[config.mk]
export PLATFORM = sky130hd
export DESIGN_NAME = onewire_bus_master_flat
export DESIGN_NICKNAME = d
export VERILOG_FILES = /design/src/rtl/owm_pkg.sv /design/src/rtl/owm_item_if.sv /design/src/rtl/owm_result_if.sv /design/src/rtl/owm_cfg_if.sv /design/src/rtl/onewire_bus_master.sv /design/src/flat_wrapper.sv
export SDC_FILE = /design/constraint.sdc
export NUM_CORES = 1
export LEC_CHECK = 0
export ABC_AREA = 1
export BUFFER_PORTS_ARGS = -buffer_cell sky130_fd_sc_hd__buf_2
export CAP_MARGIN = 20
export CORE_MARGIN = 5
export CORE_UTILIZATION = 47
export CTS_BUF_LIST = sky130_fd_sc_hd__clkbuf_8
export DETAILED_ROUTE_END_ITERATION = 8
export PLACE_DENSITY = 0.71
export SKIP_CTS_REPAIR_TIMING = 1
export SLEW_MARGIN = 30
export SYNTH_ARGS = -nofsm -noshare
export SYNTH_HDL_FRONTEND = slang
export SYNTH_SLANG_ARGS = --single-unit
[constraint.sdc]
create_clock -name clk -period 8.5 [get_ports clk]
set_input_delay 0.425 -clock clk [delete_from_list [all_inputs] [get_ports clk]]
set_output_delay 0.425 -clock clk [all_outputs]
set_load 0.05 [all_outputs]
[src/rtl/owm_pkg.sv]
// Shared types, codes and constants of the 1-Wire bus master.
package owm_pkg;

  // Released-line time that closes every bit slot, in microseconds.
  parameter logic [9:0] RECOVERY_US = 10'd2;

  // Register reset values.
  parameter logic [9:0] RESET_LOW_US_RST      = 10'd500;
  parameter logic [7:0] PRESENCE_DELAY_US_RST = 8'd70;
  parameter logic [9:0] PRESENCE_TAIL_US_RST  = 10'd420;
  parameter logic [7:0] SLOT_US_RST           = 8'd70;
  parameter logic [7:0] WRITE_ONE_LOW_US_RST  = 8'd5;
  parameter logic [7:0] WRITE_ZERO_LOW_US_RST = 8'd70;
  parameter logic [7:0] READ_LOW_US_RST       = 8'd2;
  parameter logic [7:0] READ_SAMPLE_US_RST    = 8'd8;

  parameter logic STATUS_OK          = 1'b0;
  parameter logic STATUS_NO_PRESENCE = 1'b1;

  typedef enum logic [3:0] {
    PH_IDLE      = 4'd0,
    PH_RST_LOW   = 4'd1,
    PH_RST_WAIT  = 4'd2,
    PH_RST_TAIL  = 4'd3,
    PH_BIT_LOW   = 4'd4,
    PH_BIT_WAIT  = 4'd5,
    PH_READ_TAIL = 4'd6,
    PH_RECOVER   = 4'd7
  } phase_t;

  typedef enum logic [1:0] {
    CMD_NONE  = 2'd0,
    CMD_RESET = 2'd1,
    CMD_WRITE = 2'd2,
    CMD_READ  = 2'd3
  } cmd_t;

  typedef enum logic [2:0] {
    REG_RESET_LOW_US      = 3'd0,
    REG_PRESENCE_DELAY_US = 3'd1,
    REG_PRESENCE_TAIL_US  = 3'd2,
    REG_SLOT_US           = 3'd3,
    REG_WRITE_ONE_LOW_US  = 3'd4,
    REG_WRITE_ZERO_LOW_US = 3'd5,
    REG_READ_LOW_US       = 3'd6,
    REG_READ_SAMPLE_US    = 3'd7
  } reg_idx_t;

  typedef struct packed {
    logic       drive_low;
    logic       busy_res;
    logic       done_res;
    logic [7:0] rx_byte;
    logic       status;
  } result_t;

endpackage

[src/rtl/owm_item_if.sv]
// Input channel: command, byte to send, line sample and microsecond tick.
interface owm_item_if;
  logic       valid;
  logic       ready;
  logic [1:0] command;
  logic [7:0] tx_byte;
  logic       line_level;
  logic       tick;

  modport source (output valid, command, tx_byte, line_level, tick, input ready);
  modport sink (input valid, command, tx_byte, line_level, tick, output ready);
endinterface

[src/rtl/owm_result_if.sv]
// Result channel: line drive and command status after each input transaction.
interface owm_result_if;
  logic       valid;
  logic       ready;
  logic       drive_low;
  logic       busy_res;
  logic       done_res;
  logic [7:0] rx_byte;
  logic       status;

  modport source (output valid, drive_low, busy_res, done_res, rx_byte, status,
                  input ready);
  modport sink (input valid, drive_low, busy_res, done_res, rx_byte, status,
                output ready);
endinterface

[src/rtl/owm_cfg_if.sv]
// Configuration write channel: register index and write data.
interface owm_cfg_if;
  logic       valid;
  logic       ready;
  logic [2:0] index;
  logic [9:0] data;

  modport source (output valid, index, data, input ready);
  modport sink (input valid, index, data, output ready);
endinterface

[src/rtl/onewire_bus_master.sv]
// 1-Wire bus master: reset/presence, byte write and byte read sequencer.
//
//  channel  role    accepted when          carries
//  item     sink    valid & ready          command, tx_byte, line_level, tick
//  result   source  valid & ready          drive_low, busy_res, done_res, rx_byte, status
//  cfg      sink    valid (ready tied 1)   index, data
//
// Every input transaction makes one result transaction; one item per clock while item.ready is high.
// The sequencer state advances in the cycle an item is accepted, and the result
// is registered into the output register, or into the skid stage while the output is stalled.
// A second stage holds one result while the output is stalled; item.ready drops
// only when both stages are full.
// rst is synchronous: phase idle, counters cleared, registers at their defaults.
module onewire_bus_master (
  input  logic                 clk,
  input  logic                 rst,
  owm_item_if.sink             item,
  owm_result_if.source         result,
  owm_cfg_if.sink              cfg
);

  // Configuration registers
  logic [9:0] reset_low_us;
  logic [7:0] presence_delay_us;
  logic [9:0] presence_tail_us;
  logic [7:0] slot_us;
  logic [7:0] write_one_low_us;
  logic [7:0] write_zero_low_us;
  logic [7:0] read_low_us;
  logic [7:0] read_sample_us;

  // Sequencer state
  owm_pkg::phase_t phase, phase_next;
  owm_pkg::cmd_t   active_command, active_command_next;
  owm_pkg::cmd_t   item_cmd;
  logic [9:0] wait_count, wait_count_next;
  logic [2:0] bit_index, bit_index_next;
  logic [7:0] shift_byte, shift_byte_next;
  logic [7:0] shift_wr;
  logic       last_status, last_status_next;
  logic [7:0] rx_last, rx_last_next;
  logic       done;
  logic       ended;

  logic [7:0] one_tail_us;
  logic [7:0] read_rest_us;
  logic [7:0] read_tail_us;

  owm_pkg::result_t res;
  owm_pkg::result_t out_data, skid_data;
  logic             out_valid, skid_valid;
  logic             acc, take;

  assign acc  = item.valid && item.ready;
  assign take = out_valid && result.ready;

  assign item.ready = !skid_valid;
  assign cfg.ready  = 1'b1;

  assign item_cmd = owm_pkg::cmd_t'(item.command);

  // Saturating slot remainders
  assign one_tail_us  = (slot_us > write_one_low_us) ? (slot_us - write_one_low_us) : 8'd0;
  assign read_rest_us = (slot_us > read_low_us) ? (slot_us - read_low_us) : 8'd0;
  assign read_tail_us = (read_rest_us > read_sample_us) ?
                        (read_rest_us - read_sample_us) : 8'd0;

  always_ff @(posedge clk) begin
    if (rst) begin
      reset_low_us      <= owm_pkg::RESET_LOW_US_RST;
      presence_delay_us <= owm_pkg::PRESENCE_DELAY_US_RST;
      presence_tail_us  <= owm_pkg::PRESENCE_TAIL_US_RST;
      slot_us           <= owm_pkg::SLOT_US_RST;
      write_one_low_us  <= owm_pkg::WRITE_ONE_LOW_US_RST;
      write_zero_low_us <= owm_pkg::WRITE_ZERO_LOW_US_RST;
      read_low_us       <= owm_pkg::READ_LOW_US_RST;
      read_sample_us    <= owm_pkg::READ_SAMPLE_US_RST;
    end else if (cfg.valid && cfg.ready) begin
      unique case (owm_pkg::reg_idx_t'(cfg.index))
        owm_pkg::REG_RESET_LOW_US:      reset_low_us      <= cfg.data;
        owm_pkg::REG_PRESENCE_DELAY_US: presence_delay_us <= cfg.data[7:0];
        owm_pkg::REG_PRESENCE_TAIL_US:  presence_tail_us  <= cfg.data;
        owm_pkg::REG_SLOT_US:           slot_us           <= cfg.data[7:0];
        owm_pkg::REG_WRITE_ONE_LOW_US:  write_one_low_us  <= cfg.data[7:0];
        owm_pkg::REG_WRITE_ZERO_LOW_US: write_zero_low_us <= cfg.data[7:0];
        owm_pkg::REG_READ_LOW_US:       read_low_us       <= cfg.data[7:0];
        owm_pkg::REG_READ_SAMPLE_US:    read_sample_us    <= cfg.data[7:0];
        default:                        ;
      endcase
    end
  end

  always_comb begin
    phase_next          = phase;
    active_command_next = active_command;
    wait_count_next     = wait_count;
    bit_index_next      = bit_index;
    shift_byte_next     = shift_byte;
    last_status_next    = last_status;
    rx_last_next        = rx_last;
    done                = 1'b0;
    ended               = 1'b0;
    shift_wr            = shift_byte;

    if (phase == owm_pkg::PH_IDLE) begin
      if (item_cmd == owm_pkg::CMD_RESET) begin
        active_command_next = owm_pkg::CMD_RESET;
        phase_next          = owm_pkg::PH_RST_LOW;
        wait_count_next     = reset_low_us;
      end else if (item_cmd == owm_pkg::CMD_WRITE || item_cmd == owm_pkg::CMD_READ) begin
        active_command_next = item_cmd;
        last_status_next    = owm_pkg::STATUS_OK;
        bit_index_next      = 3'd0;
        phase_next          = owm_pkg::PH_BIT_LOW;
        if (item_cmd == owm_pkg::CMD_WRITE) begin
          shift_byte_next = item.tx_byte;
          wait_count_next = {2'b00, item.tx_byte[0] ? write_one_low_us : write_zero_low_us};
        end else begin
          shift_byte_next = 8'd0;
          wait_count_next = {2'b00, read_low_us};
        end
      end
    end else begin
      // Phase ends when the count is already zero or reaches zero on this tick
      if (wait_count == 10'd0) begin
        ended = 1'b1;
      end else if (item.tick) begin
        wait_count_next = wait_count - 10'd1;
        ended           = (wait_count == 10'd1);
      end

      if (ended) begin
        unique case (phase)
          owm_pkg::PH_RST_LOW: begin
            phase_next      = owm_pkg::PH_RST_WAIT;
            wait_count_next = {2'b00, presence_delay_us};
          end
          owm_pkg::PH_RST_WAIT: begin
            if (!item.line_level) begin
              last_status_next = owm_pkg::STATUS_OK;
              phase_next       = owm_pkg::PH_RST_TAIL;
              wait_count_next  = presence_tail_us;
            end else begin
              last_status_next = owm_pkg::STATUS_NO_PRESENCE;
              phase_next       = owm_pkg::PH_IDLE;
              done             = 1'b1;
            end
          end
          owm_pkg::PH_RST_TAIL: begin
            phase_next = owm_pkg::PH_IDLE;
            done       = 1'b1;
          end
          owm_pkg::PH_BIT_LOW: begin
            if (active_command == owm_pkg::CMD_WRITE) begin
              if (shift_byte[0]) begin
                phase_next      = owm_pkg::PH_BIT_WAIT;
                wait_count_next = {2'b00, one_tail_us};
              end else begin
                phase_next      = owm_pkg::PH_RECOVER;
                wait_count_next = owm_pkg::RECOVERY_US;
              end
            end else begin
              phase_next      = owm_pkg::PH_BIT_WAIT;
              wait_count_next = {2'b00, read_sample_us};
            end
          end
          owm_pkg::PH_BIT_WAIT: begin
            if (active_command == owm_pkg::CMD_WRITE) begin
              phase_next      = owm_pkg::PH_RECOVER;
              wait_count_next = owm_pkg::RECOVERY_US;
            end else begin
              // Sample the read bit into the top, LSB arrives first
              shift_byte_next = {item.line_level, shift_byte[7:1]};
              phase_next      = owm_pkg::PH_READ_TAIL;
              wait_count_next = {2'b00, read_tail_us};
            end
          end
          owm_pkg::PH_READ_TAIL: begin
            phase_next      = owm_pkg::PH_RECOVER;
            wait_count_next = owm_pkg::RECOVERY_US;
          end
          owm_pkg::PH_RECOVER: begin
            if (active_command == owm_pkg::CMD_WRITE) begin
              shift_wr = {1'b0, shift_byte[7:1]};
            end
            shift_byte_next = shift_wr;
            if (bit_index == 3'd7) begin
              if (active_command == owm_pkg::CMD_READ) begin
                rx_last_next = shift_wr;
              end
              phase_next = owm_pkg::PH_IDLE;
              done       = 1'b1;
            end else begin
              bit_index_next = bit_index + 3'd1;
              phase_next     = owm_pkg::PH_BIT_LOW;
              if (active_command == owm_pkg::CMD_WRITE) begin
                wait_count_next = {2'b00, shift_wr[0] ? write_one_low_us : write_zero_low_us};
              end else begin
                wait_count_next = {2'b00, read_low_us};
              end
            end
          end
          default: begin
            phase_next = owm_pkg::PH_IDLE;
          end
        endcase
        if (phase_next == owm_pkg::PH_IDLE) begin
          active_command_next = owm_pkg::CMD_NONE;
          wait_count_next     = 10'd0;
        end
      end
    end

    res.drive_low = (phase_next == owm_pkg::PH_RST_LOW) || (phase_next == owm_pkg::PH_BIT_LOW);
    res.busy_res  = (phase_next != owm_pkg::PH_IDLE);
    res.done_res  = done;
    res.rx_byte   = rx_last_next;
    res.status    = last_status_next;
  end

  always_ff @(posedge clk) begin
    if (rst) begin
      phase          <= owm_pkg::PH_IDLE;
      active_command <= owm_pkg::CMD_NONE;
      wait_count     <= 10'd0;
      bit_index      <= 3'd0;
      shift_byte     <= 8'd0;
      last_status    <= owm_pkg::STATUS_OK;
      rx_last        <= 8'd0;
    end else if (acc) begin
      phase          <= phase_next;
      active_command <= active_command_next;
      wait_count     <= wait_count_next;
      bit_index      <= bit_index_next;
      shift_byte     <= shift_byte_next;
      last_status    <= last_status_next;
      rx_last        <= rx_last_next;
    end
  end

  // Output register with one skid entry behind it
  always_ff @(posedge clk) begin
    if (rst) begin
      out_valid  <= 1'b0;
      skid_valid <= 1'b0;
    end else if (!out_valid || take) begin
      if (skid_valid) begin
        out_valid  <= 1'b1;
        skid_valid <= 1'b0;
      end else begin
        out_valid <= acc;
      end
    end else if (acc) begin
      skid_valid <= 1'b1;
    end
  end

  always_ff @(posedge clk) begin
    if (!out_valid || take) begin
      out_data <= skid_valid ? skid_data : res;
    end else if (acc) begin
      skid_data <= res;
    end
  end

  assign result.valid     = out_valid;
  assign result.drive_low = out_data.drive_low;
  assign result.busy_res  = out_data.busy_res;
  assign result.done_res  = out_data.done_res;
  assign result.rx_byte   = out_data.rx_byte;
  assign result.status    = out_data.status;

  a_skid_behind_out: assert property (@(posedge clk) disable iff (rst)
    skid_valid |-> out_valid)
    else $error("skid entry held with empty output register");

  a_accept_fills_out: assert property (@(posedge clk) disable iff (rst)
    acc |=> out_valid)
    else $error("accepted item produced no result");

  a_done_not_busy: assert property (@(posedge clk) disable iff (rst)
    out_valid && out_data.done_res |-> !out_data.busy_res)
    else $error("done raised while still busy");

  a_drive_needs_busy: assert property (@(posedge clk) disable iff (rst)
    out_valid && out_data.drive_low |-> out_data.busy_res)
    else $error("line driven low outside a command");

  a_idle_no_command: assert property (@(posedge clk) disable iff (rst)
    phase == owm_pkg::PH_IDLE |-> active_command == owm_pkg::CMD_NONE)
    else $error("command left active in idle");

endmodule
[src/flat_wrapper.sv]
// flat-port wrapper written by rule: the top's interface ports become plain ports
module onewire_bus_master_flat 
  (clk, rst, item_valid, item_command, item_tx_byte, item_line_level, item_tick, item_ready, result_valid, result_drive_low, result_busy_res, result_done_res, result_rx_byte, result_status, result_ready, cfg_valid, cfg_index, cfg_data, cfg_ready);
  owm_item_if item_i ();
  owm_result_if result_i ();
  owm_cfg_if cfg_i ();
  input  logic clk;
  input  logic rst;
  input wire logic [$bits(item_i.valid)-1:0] item_valid;
  input wire logic [$bits(item_i.command)-1:0] item_command;
  input wire logic [$bits(item_i.tx_byte)-1:0] item_tx_byte;
  input wire logic [$bits(item_i.line_level)-1:0] item_line_level;
  input wire logic [$bits(item_i.tick)-1:0] item_tick;
  output wire logic [$bits(item_i.ready)-1:0] item_ready;
  output wire logic [$bits(result_i.valid)-1:0] result_valid;
  output wire logic [$bits(result_i.drive_low)-1:0] result_drive_low;
  output wire logic [$bits(result_i.busy_res)-1:0] result_busy_res;
  output wire logic [$bits(result_i.done_res)-1:0] result_done_res;
  output wire logic [$bits(result_i.rx_byte)-1:0] result_rx_byte;
  output wire logic [$bits(result_i.status)-1:0] result_status;
  input wire logic [$bits(result_i.ready)-1:0] result_ready;
  input wire logic [$bits(cfg_i.valid)-1:0] cfg_valid;
  input wire logic [$bits(cfg_i.index)-1:0] cfg_index;
  input wire logic [$bits(cfg_i.data)-1:0] cfg_data;
  output wire logic [$bits(cfg_i.ready)-1:0] cfg_ready;
  assign item_i.valid = item_valid;
  assign item_i.command = item_command;
  assign item_i.tx_byte = item_tx_byte;
  assign item_i.line_level = item_line_level;
  assign item_i.tick = item_tick;
  assign item_ready = item_i.ready;
  assign result_valid = result_i.valid;
  assign result_drive_low = result_i.drive_low;
  assign result_busy_res = result_i.busy_res;
  assign result_done_res = result_i.done_res;
  assign result_rx_byte = result_i.rx_byte;
  assign result_status = result_i.status;
  assign result_i.ready = result_ready;
  assign cfg_i.valid = cfg_valid;
  assign cfg_i.index = cfg_index;
  assign cfg_i.data = cfg_data;
  assign cfg_ready = cfg_i.ready;
  onewire_bus_master u_core (.clk(clk), .rst(rst), .item(item_i), .result(result_i), .cfg(cfg_i));
endmodule
==> flow_summary.json <==
{
  "cp_max_fo": 8,
  "cts_buffers": 17,
  "n_antenna_cell": 0,
  "cts_tree": "done",
  "worstHoldStart": "cfg_data[8]",
  "max_slew.worst_pin.slew_ns": 0.944,
  "synth_compound_area_share_pct": 18.5,
  "gp_congestion": 0.940,
  "drt_iter0_drc": 802,
  "post-synth-top-count-cell": "nand2_1",
  "synth_seq_area_share_pct": 35.9,
  "clk_pin_slew_ns": 0.08,
  "synthCells": 1168,
  "fillers": 1705,
  "synth_top_family_by_area": "simple AND/OR/NAND/NOR gates",
  "final.period_utilization_pct": 45.3,
  "rsz0062_at_grt": "false",
  "postRouteAntennaNets": 0,
  "synth_top_area_cell": "dfxtp_1",
  "viasPerCell": 5.38,
  "num_rows": 47,
  "syn_avg_cell_area_sq_um": 6.78,
  "globalRouteOverflowTotal": 0,
  "drv_cap": 0,
  "final-seq-area_sq_mm": 0.00284,
  "required_ns": 8.90,
  "synth_adder_area_share_pct": 5.18,
  "fin_crit_ns": 3.85,
  "vias": 7681,
  "setup_violations": 0,
  "grt_pass1_wl_mm": 37.2,
  "cts.path.max_buffers": 2,
  "critPathKind": "reg -> reg",
  "synth-edff-count": 24,
  "yosys.area_share.simple_pct": 28.9,
  "yosys.area.top_type_share_pct": 26.8,
  "ys_ff_latch": 130,
  "cts_root_buf": "clkbuf_8",
  "reg2reg_slack_ns": 4.65,
  "synth_commonest_cells": "272 x nand2_1, 144 x inv_1, 136 x nor2_1",
  "multi_input_area_sq_mm": 0.00429,
  "rr_worst_depth": 22,
  "syn_area_sq_mm": 0.00792,
  "endpoint_kind": "register",
  "hp-class": "in -> reg",
  "ys_top_cells_by_area": "dfxtp_1 27%, nand2_1 13%, edfxtp_1 9.1%",
  "grtUsageTotal_pct": 23.8,
  "p_leak_nw": 4.01,
  "r2r-start": "u_core.slot_us[0]",
  "timing.final.max_slew_violations": 0,
  "yosys.area_share.xor_xnor_pct": 1.66,
  "cts_sinks": 130,
  "syn_to_final_growth_pct": 9.61,
  "io-pin-count": 45,
  "initial_core_util_pct": 47.8,
  "fin_tns_setup_ns": 0,
  "power.density_mw_per_mm2": 194,
  "drive_gt1_share_pct": 11.1,
  "async_flop_share_pct": 0,
  "fin_nets": 1257,
  "cp.arrival_ns": 4.25,
  "hold_viol": 0,
  "ys_types": 53,
  "min_to": "u_core.presence_tail_us[8]",
  "die_h_microns": 140,
  "die_w_microns": 140,
  "r2r_end": "u_core.wait_count[0]",
  "port_buffers": 43,
  "finalClockSkew_ns": 0.0124,
  "routed_wl_mm": 23.2,
  "drc": 0,
  "core-area_sq_mm": 0.0166,
  "status": "complete, no violations",
  "max_slew_margin_pct": 36.9,
  "muxShareOfSynthArea_pct": 0,
  "ys.flop_type": "dfxtp_1",
  "hpwlAfterDp_mm": 17.3,
  "dieArea_sq_mm": 0.0195,
  "cp-start-kind": "register",
  "ys.warnings.count": 0,
  "peakVddDrop_v": 0.000169,
  "antenna_found_initial": 0,
  "fmax_ghz": 0.260,
  "grt_max_degree": 84,
  "first_pass_iters": 5,
  "wire_per_inst_microns": 16.2,
  "htreeDepth": 4,
  "power_mw": 1.69,
  "synth_nets": 1229,
  "clock_latency_ns": 0.46,
  "hold_depth": 3,
  "grt_pass1_vias": 7089
}
layer usage:
metal / share of wire [%] / GRT usage, %
met5: 0 / 0
met4: 2.3 / 7.39
met3: 7.7 / 4.87
met2: 46 / 38.9
met1: 44 / 31.6
final cells by class:
class / count / share of cell area [%]
Clock inverter: 14 / 1.92
Inverter: 164 / 7.09
Tap cell: 220 / 3.17
Timing Repair Buffer: 46 / 2.74
Multi-Input combinational cell: 837 / 49.5
Clock buffer: 18 / 2.85
Sequential cell: 130 / 32.8
cell usage in the layout, fill, tap and decap left out, drive strengths merged, types with 9 or more instances in the layout:
| cell | synthesis | final |
|---|---|---|
| buf | 11 | 46 |
| xor2 | 9 | 9 |
| nor3 | 10 | 10 |
| nand3 | 69 | 69 |
| clkinv | 5 | 11 |
| clkbuf | 26 | 18 |
| nand2 | 285 | 285 |
| dfxtp | 106 | 106 |
| edfxtp | 24 | 24 |
| inv | 159 | 162 |
| a21oi | 96 | 96 |
| nand4 | 14 | 14 |
| o211ai | 16 | 16 |
| ha | 28 | 28 |
| o21ai | 122 | 122 |
| nor2 | 144 | 144 |
logic make-up after synthesis:
| family | after synthesis |
|---|---|
| xor+xnor | 15 |
| flops | 130 |
| buf+inv | 201 |
| other cells | 1 |
| simple gates | 531 |
| compound gates | 259 |
| fa+ha+maj | 31 |
how the worst max path moves through the flow:
stage               cells after the start  slack (ns)         startpoint              endpoint
floorplan                              22        5.09  u_core.slot_us[0]  u_core.wait_count[0]
detailed placement                     22        4.72  u_core.slot_us[0]  u_core.wait_count[0]
global placement                       22        4.78  u_core.slot_us[0]  u_core.wait_count[0]
global route                           22        4.29  u_core.slot_us[0]  u_core.wait_count[0]
finish                                 22        4.65  u_core.slot_us[0]  u_core.wait_count[0]
CTS                                    22        4.71  u_core.slot_us[0]  u_core.wait_count[0]
critical path, cell delays in order, from the launching register on:
cell	delay, ns
dfxtp_1	0.31
inv_1	0.06
ha_1	0.20
fa_1	0.36
inv_1	0.08
nand2_1	0.06
nand2_1	0.06
a21oi_1	0.09
o221ai_1	0.18
nand2_1	0.21
or2_2	0.33
ha_1	0.23
fa_1	0.46
inv_1	0.07
nand3_1	0.06
nand2_1	0.12
nand2_1	0.06
nand2_1	0.08
nand3_1	0.21
or2_0	0.27
nand3_1	0.08
nand3_1	0.07
a21oi_1	0.13
state kept, by name (all words and copies together), names as in the netlist, 8 cells and up:
name and flops:
u_core.skid_data 12, u_core.presence_tail_us 10, u_core.reset_low_us 10, u_core.wait_count 10, u_core.presence_delay_us 8, u_core.read_low_us 8
u_core.read_sample_us 8, u_core.result.rx_byte 8, u_core.rx_last 8, u_core.shift_byte 8, u_core.slot_us 8, u_core.write_one_low_us 8
u_core.write_zero_low_us 8
report_power, final:
group	switching (mW)	internal [mW]	total (mW)	leakage (nW)
combinational	0.300	0.132	0.432	2.69
sequential	0.0284	0.666	0.695	1.11
clock	0.264	0.297	0.561	0.212
total	0.592	1.09	1.69	4.01
through the flow:
step	setup slack (ns)	hold WS, ns	util [%]	cell area, sq um	cells
after floorplan	5.09	0.424	-	7920	1168
after global placement	4.78	0.435	49.8	8260	1397
after detailed placement	4.72	0.439	49.8	8270	1397
after CTS	4.71	0.186	52.3	8680	1429
after global routing	4.29	0.197	52.3	8680	1429
final	4.65	0.206	52.3	8680	1429
No activity file was read; power rests on OpenSTA's default activity.
